[src/gesq_pkg.sv]
package gesq_pkg;

	localparam int unsigned NUM_CLASSES = 6;

	localparam int unsigned CLASS_W = 4;
	localparam int unsigned CONF_W  = 8;
	localparam int unsigned RUN_W   = 4;
	localparam int unsigned TIME_W  = 48;
	localparam int unsigned COOL_W  = 32;
	localparam int unsigned CFG_IDX_W  = 2;
	localparam int unsigned CFG_DATA_W = 32;

	localparam logic [RUN_W-1:0]   RUN_MAX        = 4'd15;
	localparam logic [CLASS_W-1:0] CLASS_BACKGROUND = 4'd0;

	// register indexes
	localparam logic [CFG_IDX_W-1:0] CFG_CONF_TH  = 2'd0;
	localparam logic [CFG_IDX_W-1:0] CFG_MARG_TH  = 2'd1;
	localparam logic [CFG_IDX_W-1:0] CFG_STABLE   = 2'd2;
	localparam logic [CFG_IDX_W-1:0] CFG_COOLDOWN = 2'd3;

	// reset values
	localparam logic [CONF_W-1:0] CONF_TH_RST  = 8'd180;
	localparam logic [CONF_W-1:0] MARG_TH_RST  = 8'd39;
	localparam logic [RUN_W-1:0]  STABLE_RST   = 4'd4;
	localparam logic [COOL_W-1:0] COOLDOWN_RST = 32'd1500000;

	typedef struct packed {
		logic [CONF_W-1:0] conf_th;
		logic [CONF_W-1:0] marg_th;
		logic [RUN_W-1:0]  stable_cnt;
		logic [COOL_W-1:0] cooldown;
	} cfg_t;

	typedef struct packed {
		logic [CLASS_W-1:0] gesture_class;
		logic [CONF_W-1:0]  confidence;
		logic [CONF_W-1:0]  margin;
		logic [TIME_W-1:0]  timestamp;
	} item_t;

	typedef struct packed {
		logic               stable_changed;
		logic               action_fired;
		logic [CLASS_W-1:0] reported_class;
		logic [CONF_W-1:0]  reported_confidence;
	} result_t;

endpackage

[src/gesq_cfg.sv]
module gesq_cfg import gesq_pkg::*; (
	input  logic                  clk,
	input  logic                  arst_n,
	input  logic                  cfg_wen,
	input  logic [CFG_IDX_W-1:0]  cfg_index,
	input  logic [CFG_DATA_W-1:0] cfg_data,
	output cfg_t                  cfg
);

	cfg_t cfg_q;

	always_ff @(posedge clk or negedge arst_n) begin
		if (!arst_n) begin
			cfg_q.conf_th    <= CONF_TH_RST;
			cfg_q.marg_th    <= MARG_TH_RST;
			cfg_q.stable_cnt <= STABLE_RST;
			cfg_q.cooldown   <= COOLDOWN_RST;
		end else if (cfg_wen) begin
			unique case (cfg_index)
				CFG_CONF_TH:  cfg_q.conf_th    <= cfg_data[CONF_W-1:0];
				CFG_MARG_TH:  cfg_q.marg_th    <= cfg_data[CONF_W-1:0];
				CFG_STABLE:   cfg_q.stable_cnt <= cfg_data[RUN_W-1:0];
				CFG_COOLDOWN: cfg_q.cooldown   <= cfg_data[COOL_W-1:0];
			endcase
		end
	end

	assign cfg = cfg_q;

endmodule

[src/gesq_core.sv]
module gesq_core import gesq_pkg::*; #(
	parameter int unsigned N_CLASSES = NUM_CLASSES
) (
	input  logic    clk,
	input  logic    arst_n,
	input  logic    step,
	input  item_t   item,
	input  cfg_t    cfg,
	output result_t res
);

	logic               cand_valid_q;
	logic [CLASS_W-1:0] cand_class_q;
	logic [RUN_W-1:0]   run_q;
	logic               stable_valid_q;
	logic [CLASS_W-1:0] stable_class_q;
	logic [TIME_W-1:0]  last_fire_q;
	logic               armed_q;

	logic               in_range;
	logic               same;
	logic               fresh;
	logic [RUN_W-1:0]   run_next;
	logic               qual;
	logic               changed;
	logic               is_bg;
	logic [TIME_W-1:0]  elapsed;
	logic               cooled;
	logic               fired;

	assign in_range = {1'b0, item.gesture_class} < (CLASS_W+1)'(N_CLASSES);
	assign same     = cand_valid_q && (item.gesture_class == cand_class_q);
	assign fresh    = !same || (run_q < RUN_MAX);
	assign is_bg    = item.gesture_class == CLASS_BACKGROUND;

	always_comb begin
		if (!same)
			run_next = RUN_W'(1);
		else if (fresh)
			run_next = run_q + RUN_W'(1);
		else
			run_next = run_q;
	end

	// qualify only on the frame that brings the run to the stable count
	assign qual = in_range && fresh && (run_next == cfg.stable_cnt)
		&& (item.confidence >= cfg.conf_th);
	assign changed = qual && (!stable_valid_q || (stable_class_q != item.gesture_class));

	// backwards time never cools down
	assign elapsed = item.timestamp - last_fire_q;
	assign cooled  = (item.timestamp >= last_fire_q)
		&& (elapsed > {{(TIME_W-COOL_W){1'b0}}, cfg.cooldown});
	assign fired   = qual && !is_bg && armed_q && cooled && (item.margin >= cfg.marg_th);

	always_ff @(posedge clk or negedge arst_n) begin
		if (!arst_n) begin
			cand_valid_q   <= 1'b0;
			cand_class_q   <= '0;
			run_q          <= '0;
			stable_valid_q <= 1'b0;
			stable_class_q <= '0;
			last_fire_q    <= '0;
			armed_q        <= 1'b1;
		end else if (step && in_range) begin
			cand_valid_q <= 1'b1;
			cand_class_q <= item.gesture_class;
			run_q        <= run_next;
			if (qual) begin
				stable_valid_q <= 1'b1;
				stable_class_q <= item.gesture_class;
			end
			if (qual && is_bg)
				armed_q <= 1'b1;
			if (fired) begin
				last_fire_q <= item.timestamp;
				armed_q     <= 1'b0;
			end
		end
	end

	assign res.stable_changed      = changed;
	assign res.action_fired        = fired;
	assign res.reported_class      = in_range ? item.gesture_class : cand_class_q;
	assign res.reported_confidence = item.confidence;

endmodule

[src/gesture_event_qualifier_unit.sv]
// Gesture event qualifier.
// Input channel (in_valid/in_ready) takes one classified frame per transaction:
// class, top-1 confidence, top-1/top-2 margin (1/256 units) and a microsecond
// timestamp. Output channel (out_valid/out_ready) returns exactly one result per
// frame, in order: stable_changed, action_fired, reported_class and the
// confidence passed through.
// Config port: cfg_wen writes cfg_data into the register picked by cfg_index
// (0 confidence threshold, 1 margin threshold, 2 stable count, 3 cooldown us).
// Write only while no frame is in flight.
// Path: a frame taken into the input stage moves on to the result register,
// and so to the out port, when the result register is free or draining.
// Throughput: one frame per cycle while out_ready is high; the per-frame
// update is a single combinational compare/count/subtract pass.
// Reset: config returns to defaults, the run/stable/cooldown state clears
// (armed set), both pipeline stages empty.
// Stall: the result register holds while out_ready is low; the input stage
// still takes one more frame, then in_ready drops until the result moves.
module gesture_event_qualifier_unit import gesq_pkg::*; #(
	parameter int unsigned N_CLASSES = NUM_CLASSES
) (
	input  logic                  clk,
	input  logic                  arst_n,
	input  logic                  in_valid,
	output logic                  in_ready,
	input  logic [CLASS_W-1:0]    gesture_class,
	input  logic [CONF_W-1:0]     confidence,
	input  logic [CONF_W-1:0]     margin,
	input  logic [TIME_W-1:0]     timestamp,
	output logic                  out_valid,
	input  logic                  out_ready,
	output logic                  stable_changed,
	output logic                  action_fired,
	output logic [CLASS_W-1:0]    reported_class,
	output logic [CONF_W-1:0]     reported_confidence,
	input  logic                  cfg_wen,
	input  logic [CFG_IDX_W-1:0]  cfg_index,
	input  logic [CFG_DATA_W-1:0] cfg_data
);

	cfg_t    cfg;
	item_t   item_s1;
	logic    valid_s1;
	result_t res;
	result_t res_s2;
	logic    valid_s2;
	logic    in_xfer;
	logic    adv;

	gesq_cfg u_cfg (
		.clk       (clk),
		.arst_n    (arst_n),
		.cfg_wen   (cfg_wen),
		.cfg_index (cfg_index),
		.cfg_data  (cfg_data),
		.cfg       (cfg)
	);

	// stage 1 moves into the result register when that register is free or draining;
	// the frame's state update happens on the same edge
	assign adv      = valid_s1 && (!valid_s2 || out_ready);
	assign in_ready = !valid_s1 || adv;
	assign in_xfer  = in_valid && in_ready;

	always_ff @(posedge clk or negedge arst_n) begin
		if (!arst_n)
			valid_s1 <= 1'b0;
		else if (in_xfer)
			valid_s1 <= 1'b1;
		else if (adv)
			valid_s1 <= 1'b0;
	end

	always_ff @(posedge clk) begin
		if (in_xfer) begin
			item_s1.gesture_class <= gesture_class;
			item_s1.confidence    <= confidence;
			item_s1.margin        <= margin;
			item_s1.timestamp     <= timestamp;
		end
	end

	gesq_core #(
		.N_CLASSES (N_CLASSES)
	) u_core (
		.clk    (clk),
		.arst_n (arst_n),
		.step   (adv),
		.item   (item_s1),
		.cfg    (cfg),
		.res    (res)
	);

	always_ff @(posedge clk or negedge arst_n) begin
		if (!arst_n)
			valid_s2 <= 1'b0;
		else if (adv)
			valid_s2 <= 1'b1;
		else if (out_ready)
			valid_s2 <= 1'b0;
	end

	always_ff @(posedge clk) begin
		if (adv)
			res_s2 <= res;
	end

	assign out_valid           = valid_s2;
	assign stable_changed      = res_s2.stable_changed;
	assign action_fired        = res_s2.action_fired;
	assign reported_class      = res_s2.reported_class;
	assign reported_confidence = res_s2.reported_confidence;

endmodule

[config.mk]
export PLATFORM = sky130hd
export DESIGN_NAME = gesture_event_qualifier_unit
export DESIGN_NICKNAME = d
export VERILOG_FILES = /design/src/gesq_pkg.sv /design/src/gesq_cfg.sv /design/src/gesq_core.sv /design/src/gesture_event_qualifier_unit.sv
export SDC_FILE = /design/constraint.sdc
export NUM_CORES = 1
export LEC_CHECK = 0
export BUFFER_PORTS_ARGS = -buffer_cell sky130_fd_sc_hd__buf_4
export CAP_MARGIN = 15
export CORE_MARGIN = 3
export CORE_UTILIZATION = 34
export DETAILED_ROUTE_END_ITERATION = 7
export HOLD_SLACK_MARGIN = 0.1
export PLACE_DENSITY = 0.5
export SETUP_SLACK_MARGIN = 0.15
export SLEW_MARGIN = 20
export SYNTH_ARGS = -nofsm -noshare
export SYNTH_HDL_FRONTEND = slang
export SYNTH_SLANG_ARGS = --single-unit
export TNS_END_PERCENT = 20
[constraint.sdc]
create_clock -name clk -period 9.8 [get_ports clk]
set_input_delay 0.49 -clock clk [delete_from_list [all_inputs] [get_ports clk]]
set_output_delay 0.49 -clock clk [all_outputs]
set_load 0.02 [all_outputs]
* Word-level counts from Yosys, hierarchy flattened
Index checks and enable logic that the tools add are counted.
Storage, ports and cells: register bits after elaboration 199, bits of input ports 107, logic and storage cells 79
Cells by class: equality and inequality tests 6, order comparisons 6, reduce and logical (&&, ||, !) cells 35, $add $sub $neg 2, muxes and demuxes 9
Operators with widths (number):
- $ge A48 B48 Y1 | 1
- $gt A48 B32 Y1 | 1
- $sub A48 B48 Y48 | 1
- $ge A8 B8 Y1 | 2
- $logic_and A1 B1 Y1 | 14
- $reduce_and A2 Y1 | 7
- $mux W4 | 3
- $eq A4 B4 Y1 | 2
- $mux W1 | 6
- $reduce_bool A2 Y1 | 3
- $logic_not A1 Y1 | 5
- $add A4 B1 Y4 const B | 1
- $eq A2 B2 Y1 const B | 2
- $logic_not A4 Y1 | 1
- $logic_or A1 B1 Y1 | 4
- $lt A4 B3 Y1 const B | 1
- $lt A4 B4 Y1 const B | 1
- $ne A4 B4 Y1 | 1
- $eq A2 B1 Y1 const B | 1
- $logic_not A2 Y1 | 1

* Logic depth before layout (Yosys ltp)
Gate-level depths: netlist of run 1.
depth after elaboration 15, gate-level depth with buffers 24, gate-level depth less buffers 21

* Modules after synthesis
Synthesis of run 1 repeated with hierarchy kept, for this count alone.
Second synthesis, totals: cell total of the unflattened synthesis 1091, area total of the unflattened synthesis 11820.1 um^2
By module, submodules not included:
- gesq_core | sequential area each 1577.8 um^2, cells an instance 890, instances 1, area each 7284.5 um^2
- gesture_event_qualifier_unit | sequential area each 2512.4 um^2, cells an instance 90, instances 1, area each 2566.2 um^2
- gesq_cfg | sequential area each 1325.0 um^2, cells an instance 111, instances 1, area each 1969.4 um^2

* Worst setup path after synthesis of run 1
No wires, ideal clock.
kind register -> register, start register item_s1[0] (netlist name), end register u_core.last_fire_q[29], setup time 0.125 ns, clock period less this slack 4.977 ns, data arrival time 4.852 ns, data required time 9.675 ns, path slack 4.823 ns, cell stages (with the launch flop) 23, cells stage by stage edfxtp_1 -> inv_1 -> ha_1 -> fa_1 -> nand2b_1 -> a211oi_1 -> o21ai_0 -> a31oi_1 -> a21boi_1 -> xnor2_1 -> ha_1 -> a21oi_1 -> nand2_1 -> a221oi_1 -> nor2_1 -> nor4_1 -> nand4_1 -> a2111o_1 -> nor4_2 -> a211o_2 -> buf_6 -> buf_12 -> mux2_4
On the way: longest elaborated chain between the ends 6, elaborated cells between the ends (all ways) 7, those cells by class add/sub (1); order compare (2); reduce/logical (4)
RTL lines:
- from (decl) | line gesture_event_qualifier_unit.sv:41 | item_t item_s1;
- $sub A48 B48 Y48 | line gesq_core.sv:51 | assign elapsed = item.timestamp - last_fire_q;
- $gt A48 B32 Y1 | line gesq_core.sv:53 | && (elapsed > {{(TIME_W-COOL_W){1'b0}}, cfg.cooldown});
- $logic_and A1 B1 Y1 (*) | line gesq_core.sv:53
- $logic_and A1 B1 Y1 (*) (2 in a row) | line gesq_core.sv:54 | assign fired = qual && !is_bg && armed_q && cooled && (item.margin >= cfg.marg_th);
- $reduce_and A2 Y1 (no line) (*)
- to (signal assigned) | line gesq_core.sv:76 | last_fire_q <= item.timestamp;
- to (decl) | line gesq_core.sv:17 | logic [TIME_W-1:0] last_fire_q;
Mark *: on every way between the ends. The rest lies on a longest branch, timed or not. A chain may end at the register's enable or synchronous reset.

* Worst setup path in the final report of run 1
start register item_s1[0] (netlist name), end register u_core.last_fire_q[15]
The elaborated chain is that of the path after synthesis.

==> results.sh, run 1 <==
export IMPL_syn_inst=1122
export IMPL_core_um2=33950
export IMPL_synth_mux_area_frac=0.09996
export IMPL_clock_sinks=199
export IMPL_tightestPinTransition_ps=1039
export IMPL_ios=123
export IMPL_ys_types=77
export IMPL_hold_viol=0
export IMPL_yosysTopAreaCell="edfxtp_1"
export IMPL_leakage_nw=5.840
export IMPL_cpPeakStageDelay_ps=580
export IMPL_htreeDepth=4
export IMPL_dr_total_vias=8568
export IMPL_top_usage_layer="met2"
export IMPL_rsz0062_at_grt="no"
export IMPL_cts_tree="built"
export IMPL_drt_iter0_markers=397
export IMPL_setup_viol=0
export IMPL_yosys_register_bits=199
export IMPL_start_kind="flop"
export IMPL_worstSetupPathType="flop to flop"
export IMPL_design_area_um2=13800
export IMPL_drive_above_1_share=0.2454
export IMPL_clk_path_buf_depth=2
export IMPL_use_met1=0.2330
export IMPL_endpoint_kind="flop"
export IMPL_row_count=67
export IMPL_max_freq_ghz=0.1523
export IMPL_cts_setup_buffers=0
export IMPL_grt_pass1_vias=8637
export IMPL_slew_headroom=0.3075
export IMPL_grtUsageMet2=0.2540
export IMPL_postRouteAntennaNets=0
export IMPL_synth_avg_cell_area_um2=10.56
export IMPL_grtUsageMet3=0.02525
export IMPL_crit_chain="inv_1, ha_1, fa_1, nand2b_1, a211oi_1, o21ai_0, a31oi_1, a21boi_1, xnor2_1, ha_1, a21oi_1, nand2_1, a221oi_1, nor2_1, nor4_1, nand4_1, a2111o_1, nor4_2, a211o_2, buf_4, mux2_2"
export IMPL_crit_required_ps=10140
export IMPL_power_density_nw_per_um2=157.2
export IMPL_hold_path_cell_count=1
export IMPL_clock_skew_ps=23.37
export IMPL_synth_compound_area_share=0.1381
export IMPL_fin_crit_ps=6567
export IMPL_worst_ep_arrival_time_ps=6900
export IMPL_hold_class="input pin to flop"
export IMPL_yosys_area_share_xor_xnor=0.03325
export IMPL_post_route_period_util=0.6701
export IMPL_slew_violations=0
export IMPL_cpMaxStageDelayCell="a31oi_1"
export IMPL_netlist_top_cells_area="edfxtp_1 (21%), dfrtp_1 (20%), ha_1 (10%), mux2_2 (8.4%), dfstp_2 (4.4%)"
export IMPL_die_area_um2=37140
export IMPL_dp_hpwl_um=22680
export IMPL_ff2ff_setup_slack_ps=3230
export IMPL_worst_path_most_repeated_cell="ha_1"
export IMPL_clock_latency_ps=460
export IMPL_dr_pass1_iters=5
export IMPL_die_width_um=192.7
export IMPL_maxCapViolations=0
export IMPL_postCtsHoldBufs=1
export IMPL_initial_core_util=0.3491
export IMPL_cp_num_buf_inv=2
export IMPL_async_flop_share=0.5879
export IMPL_numCtsBuffers=17
export IMPL_cts_root_buf="clkbuf_16"
export IMPL_r2r_cells=21
export IMPL_route_detailed_drc=0
export IMPL_fin_nets=1435
export IMPL_fp_dieH_um=192.7
export IMPL_fin_cells=1692
export IMPL_vdd_ir_drop_max_v=0.0001242
export IMPL_tns_ps=0
export IMPL_synthAdderAreaFrac=0.1041
export IMPL_syn_area_um2=11850
export IMPL_placed_cell_area_um2=13160
export IMPL_overflow=0
export IMPL_grt_use_total=0.1626
export IMPL_gp_congestion=0.8996
export IMPL_ys_warn_count=0
export IMPL_worstSetupPathDepth=21
export IMPL_post_place_cells=1658
export IMPL_synthFlopType="dfrtp_1"
export IMPL_syn_nets=1327
export IMPL_synth_top_family_by_area="compound AO/OA/AOI/OAI gates"
export IMPL_area_delta_synth_final_pct=16.38
export IMPL_status="finished clean"
export IMPL_yosysMostFrequentCell="inv_1"
export IMPL_vias_per_cell=5.064
export IMPL_grt_pass1_wl_um=46890
export IMPL_crit_family="compound AO/OA/AOI/OAI gates"
export IMPL_synth_common_cells="inv_1 (106), dfrtp_1 (97), ha_1 (97)"
export IMPL_antenna_found_initial=1
export IMPL_cp_max_fo=29
export IMPL_grt_start_max_net_pins=69
export IMPL_wl_per_cell_um=17.47
export IMPL_clk_pin_slew_ps=90
export IMPL_netlist_area_leader_share=0.2077
export IMPL_synth_edf_count=82
export IMPL_yosysSeqAreaShare=0.4568
export IMPL_drt_wl_total_um=29560
export IMPL_synthSimpleGateAreaFrac=0.1177
export IMPL_cts_resized=0
export IMPL_portBuffers=122
-- state kept, by name (all words and copies together) (netlist names) --
name,count
action_fired,1
item_s1,68
out_valid,1
reported_class,4
reported_confidence,8
stable_changed,1
u_cfg.cfg,52
u_core.armed_q,1
u_core.cand_class_q,4
u_core.cand_valid_q,1
u_core.last_fire_q,48
u_core.run_q,4
u_core.stable_class_q,4
u_core.stable_valid_q,1
valid_s1,1
-- power by group --
group,internal (mW),total [mW],switching [mW]
clock,0.352,0.732,0.380
sequential,0.957,0.999,0.0420
combinational,0.196,0.438,0.242
total,1.51,2.17,0.664
-- cells in the final DEF (no fill, tap or decap), types with 9 or more instances in the layout --
master     count
nor2b_1        9
clkbuf_16     17
buf_4        125
nor2_1        67
a21o_1        16
nand2_1       80
a21oi_1       86
inv_1        106
nand4_1       28
dfstp_2       20
edfxtp_1      82
o21ai_0       44
or2_2         10
nor3_1        16
xnor2_1       24
dfrtp_1       97
xor2_1        21
nand3_1       14
o211ai_1      14
mux2_2        88
o21a_1        10
mux2_4        10
nand2b_1       9
ha_1          97
-- metrics by stage --
step	setup WS [ps]	hold slack (ps)	total power, mW	util
2_1_floorplan	4823	194.4	1.301	-
3_3_place_gp	3405	444.4	1.453	0.3877
3_5_place_dp	3261	442.6	1.458	0.3877
4_1_cts	3197	169.6	2.203	0.4063
5_1_grt	2765	173.0	2.304	0.4063
6_report	3233	199.8	2.169	0.4063
-- worst paths after layout --
check / start / endpoint
hold / removal: timestamp[0] / item_s1[0]$_DFFE_PP_
setup / recovery: item_s1[0]$_DFFE_PP_ / u_core.last_fire_q[15]$_DFFE_PN0P_
max in group asynchronous: arst_n / out_valid$_DFFE_PN0P_
hold reg to reg: item_s1[58]$_DFFE_PP_ / reported_confidence[2]$_DFFE_PP_
setup reg to reg: item_s1[0]$_DFFE_PP_ / u_core.last_fire_q[15]$_DFFE_PN0P_
min in group asynchronous: arst_n / u_cfg.cfg[10]$_DFFE_PN0P_
-- layer usage --
metal,wire length (um),vias to the layer above,part of all wire
met5,0,-,0
met4,364,0,0.012
met3,813,17,0.028
met2,13450,124,0.46
met1,14930,4142,0.51
li1,-,4285,-
-- worst reg2reg max path, stage by stage (launching register included) --
cell and delay (ps):
edfxtp_1 350, inv_1 40, ha_1 220, fa_1 400
nand2b_1 200, a211oi_1 370, o21ai_0 190, a31oi_1 580
a21boi_1 300, xnor2_1 200, ha_1 310, a21oi_1 160
nand2_1 70, a221oi_1 360, nor2_1 100, nor4_1 310
nand4_1 140, a2111o_1 380, nor4_2 310, a211o_2 550
buf_4 490, mux2_2 420
-- area by class of cell --
type / count / area (um^2)
antenna: 1 / 2.502
sequential: 199 / 5415
tap: 448 / 560.5
fill: 3387 / 20160
clock buffer: 17 / 425.4
multi-input combinational: 780 / 5852
clock inverter: 15 / 193.9
inverter: 106 / 397.9
timing repair buffer: 126 / 948.4
-- logic make-up after synthesis --
family                   Yosys count
AO/OA/AOI/OAI                    256
XOR/XNOR                          45
adder cells (fa/ha/maj)           98
buffers and inverters            143
flip-flops                       199
multiplexers                     102
AND/OR/NAND/NOR                  279
Note: power is estimated with default switching activity, not from simulation.
==> inputs of run 2 (changes only) <==
--- a/config.mk
+++ b/config.mk
@@ -5,6 +5,7 @@
 export SDC_FILE = /design/constraint.sdc
 export NUM_CORES = 1
 export LEC_CHECK = 0
+export ABC_AREA = 1
 export BUFFER_PORTS_ARGS = -buffer_cell sky130_fd_sc_hd__buf_4
 export CAP_MARGIN = 15
 export CORE_MARGIN = 3
==> constraint.sdc (replaced) <==
create_clock -name clk -period 6.3 [get_ports clk]
set_input_delay 0.315 -clock clk [delete_from_list [all_inputs] [get_ports clk]]
set_output_delay 0.315 -clock clk [all_outputs]
set_load 0.02 [all_outputs]
==> run 2 against run 1 <==
Register-to-register slack lost 2200 ps. Count of clock-buffer cells in the layout is 1 higher. Setup slack worse by 2200 ps. Largest cell class unchanged.
==> results.sh, run 2 <==
export IMPL_gp_congestion=0.9049
export IMPL_hold_class="input pin to flop"
export IMPL_r2r_cells=27
export IMPL_crit_required_ps=6660
export IMPL_syn_inst=1653
export IMPL_slew_headroom=0.3106
export IMPL_rsz0062_at_grt="no"
export IMPL_yosysMostFrequentCell="nand2_1"
export IMPL_worst_path_most_repeated_cell="nand2_1"
export IMPL_r2r_end="u_core.last_fire_q[34]$_DFFE_PN0P_"
export IMPL_layout_setup_ws_ps=1000
export IMPL_grt_use_total=0.1901
export IMPL_cts_resized=0
export IMPL_setup_viol=0
export IMPL_yosys_register_bits=199
export IMPL_post_route_period_util=0.8413
export IMPL_vdd_ir_drop_max_v=0.0001882
export IMPL_clock_skew_ps=20.12
export IMPL_grt_pass1_vias=10640
export IMPL_fin_nets=2071
export IMPL_largest_reg_flops=68
export IMPL_slew_violations=0
export IMPL_fp_dieH_um=197.7
export IMPL_post_place_cells=2215
export IMPL_async_flop_share=0.5879
export IMPL_status="finished clean"
export IMPL_hold_viol=0
export IMPL_clk_path_buf_depth=2
export IMPL_wl_per_cell_um=15.56
export IMPL_route_detailed_drc=0
export IMPL_ys_types=39
export IMPL_yosysSeqAreaShare=0.4336
export IMPL_netlist_area_leader_share=0.1972
export IMPL_worst_ep_arrival_time_ps=5660
export IMPL_drt_iter0_markers=673
export IMPL_tns_ps=0
export IMPL_clock_sinks=199
export IMPL_power_mw=4.086
export IMPL_cts_tree="built"
export IMPL_start_kind="flop"
export IMPL_power_density_nw_per_um2=264.5
export IMPL_max_freq_ghz=0.1887
export IMPL_place_ws_ps=1102
export IMPL_drive_above_1_share=0.1016
export IMPL_placed_cell_area_um2=13920
export IMPL_synth_edf_count=82
export IMPL_cp_max_fo=31
export IMPL_htreeDepth=4
export IMPL_synth_avg_cell_area_um2=7.555
export IMPL_area_delta_synth_final_pct=23.69
export IMPL_ff2ff_setup_slack_ps=1000
export IMPL_syn_nets=1858
export IMPL_portBuffers=122
export IMPL_dr_total_vias=10980
export IMPL_ios=123
export IMPL_diodes=0
export IMPL_maxCapViolations=0
export IMPL_clock_latency_ps=480
export IMPL_regMostFlops="item_s1"
export IMPL_numCtsBuffers=17
export IMPL_cts_root_buf="clkbuf_16"
export IMPL_grt_pass1_wl_um=57860
export IMPL_clk_pin_slew_ps=80
export IMPL_synthFlopType="dfrtp_1"
export IMPL_design_area_um2=15450
export IMPL_drt_wl_total_um=36420
export IMPL_crit_family="simple AND/OR/NAND/NOR gates"
export IMPL_syn_area_um2=12490
export IMPL_final_cell_mix="nand2_1 (522), inv_1 (295), nor2_1 (145)"
export IMPL_netlist_top_cells_area="edfxtp_1 (20%), dfrtp_1 (19%), nand2_1 (16%), ha_1 (9.7%), inv_1 (8.9%)"
export IMPL_min_from="cfg_data[19]"
export IMPL_ys_warn_count=0
export IMPL_endpoint_kind="flop"
export IMPL_die_width_um=197.7
export IMPL_initial_core_util=0.3477
export IMPL_postRouteAntennaNets=0
export IMPL_antenna_found_initial=1
export IMPL_synth_common_cells="nand2_1 (522), inv_1 (296), nor2_1 (145)"
export IMPL_tightestPinTransition_ps=1034
export IMPL_yosysTopAreaCell="edfxtp_1"
export IMPL_core_um2=35910
export IMPL_cp_num_buf_inv=3
export IMPL_hold_path_cell_count=3
export IMPL_die_area_um2=39070
export IMPL_row_count=69
export IMPL_worstSetupPathType="flop to flop"
export IMPL_fin_crit_ps=5300
export IMPL_dr_pass1_iters=5
export IMPL_overflow=0
export IMPL_leakage_nw=7.759
export IMPL_cpPeakStageDelay_ps=630
export IMPL_fin_cells=2340
export IMPL_cpMaxStageDelayCell="nand3_2"
export IMPL_vias_per_cell=4.694
export IMPL_cp_startpoint="item_s1[0]$_DFFE_PP_"
export IMPL_dp_hpwl_um=27660
export IMPL_grt_start_max_net_pins=69
export IMPL_layout_commonest_cell="nand2_1"
export IMPL_hold_end="u_cfg.cfg[19]$_DFFE_PN0P_"
export IMPL_r2r_start="item_s1[0]$_DFFE_PP_"
-- run 2: cell types whose count changed after synthesis, moves of 14 or more --
cell / previous run / this run
xnor2_1: 24 / 8
mux2_2: 88 / 0
o211ai_1: 14 / 0
a21o_1: 16 / 1
nand2_1: 80 / 522
nand3_1: 15 / 60
o21ai_0: 44 / 65
nor2_1: 67 / 145
a21oi_1: 86 / 102
nand4_1: 28 / 61
inv_1: 106 / 296
-- run 2: final cells by class --
cell class | count | area, um^2
fill | 3709 | 20470
clock buffer | 18 | 439.2
inverter | 299 | 1122
sequential | 199 | 5415
multi-input combinational | 1126 | 5834
clock inverter | 14 | 152.6
tap | 461 | 576.8
timing repair buffer | 223 | 1907
-- run 2: cell families (layout without fill, tap and decap cells) --
logic type	count (synthesis)	count (layout)	synth area share
xor gates and xnor gates	32	32	0.02244
and+or+nand+nor	807	807	0.2648
AOI/OAI and AO/OA	189	189	0.08025
adders and majority gates	98	98	0.09879
buffers and inverters	328	554	0.1001
DFF	199	199	0.4336
-- run 2: repair_timing --
| action | in CTS | in global routing |
|---|---|---|
| setup buffers | 0 | 0 |
| hold buffers | 93 | 0 |
| endpoints found under the setup margin | 0 | 0 |
| endpoints found under the hold margin | 140 | 0 |
-- run 2: power breakdown --
| group | switching, mW | leakage, nW | internal, mW | total, mW |
|---|---|---|---|---|
| Clock | 0.577 | 0.292 | 0.541 | 1.12 |
| Sequential | 0.0812 | 2.24 | 1.54 | 1.62 |
| Combinational | 0.843 | 5.23 | 0.507 | 1.35 |
-- run 2: worst max path at each step --
stage                                              end  slack, ps  cells after the start
CTS                 u_core.last_fire_q[34]$_DFFE_PN0P_       1070                     27
finish              u_core.last_fire_q[34]$_DFFE_PN0P_       1000                     27
floorplan           u_core.last_fire_q[38]$_DFFE_PN0P_       2710                     28
detailed placement  u_core.last_fire_q[34]$_DFFE_PN0P_       1100                     27
global route        u_core.last_fire_q[45]$_DFFE_PN0P_        480                     27
global placement    u_core.last_fire_q[32]$_DFFE_PN0P_       1200                     27
-- run 2: tightest hold or removal path, stage by stage --
cell and delay (ps):
buf_4 80, nor2_1 30, a21oi_1 110
-- run 2: layer usage --
metal,up-vias,global-route usage,wire length [um]
li1,5685,-,-
met1,5079,0.2776,18560
met2,200,0.3013,16210
met3,20,0.02882,1302
met4,0,0.03801,341
met5,-,0,0
-- run 2: stage by stage --
step	utilization	hold WS [ps]
floorplan	-	19.41
global placement	0.3877	403.6
detailed placement	0.3877	406.0
CTS	0.4301	103.9
global route	0.4301	136.1
finish	0.4301	119.2
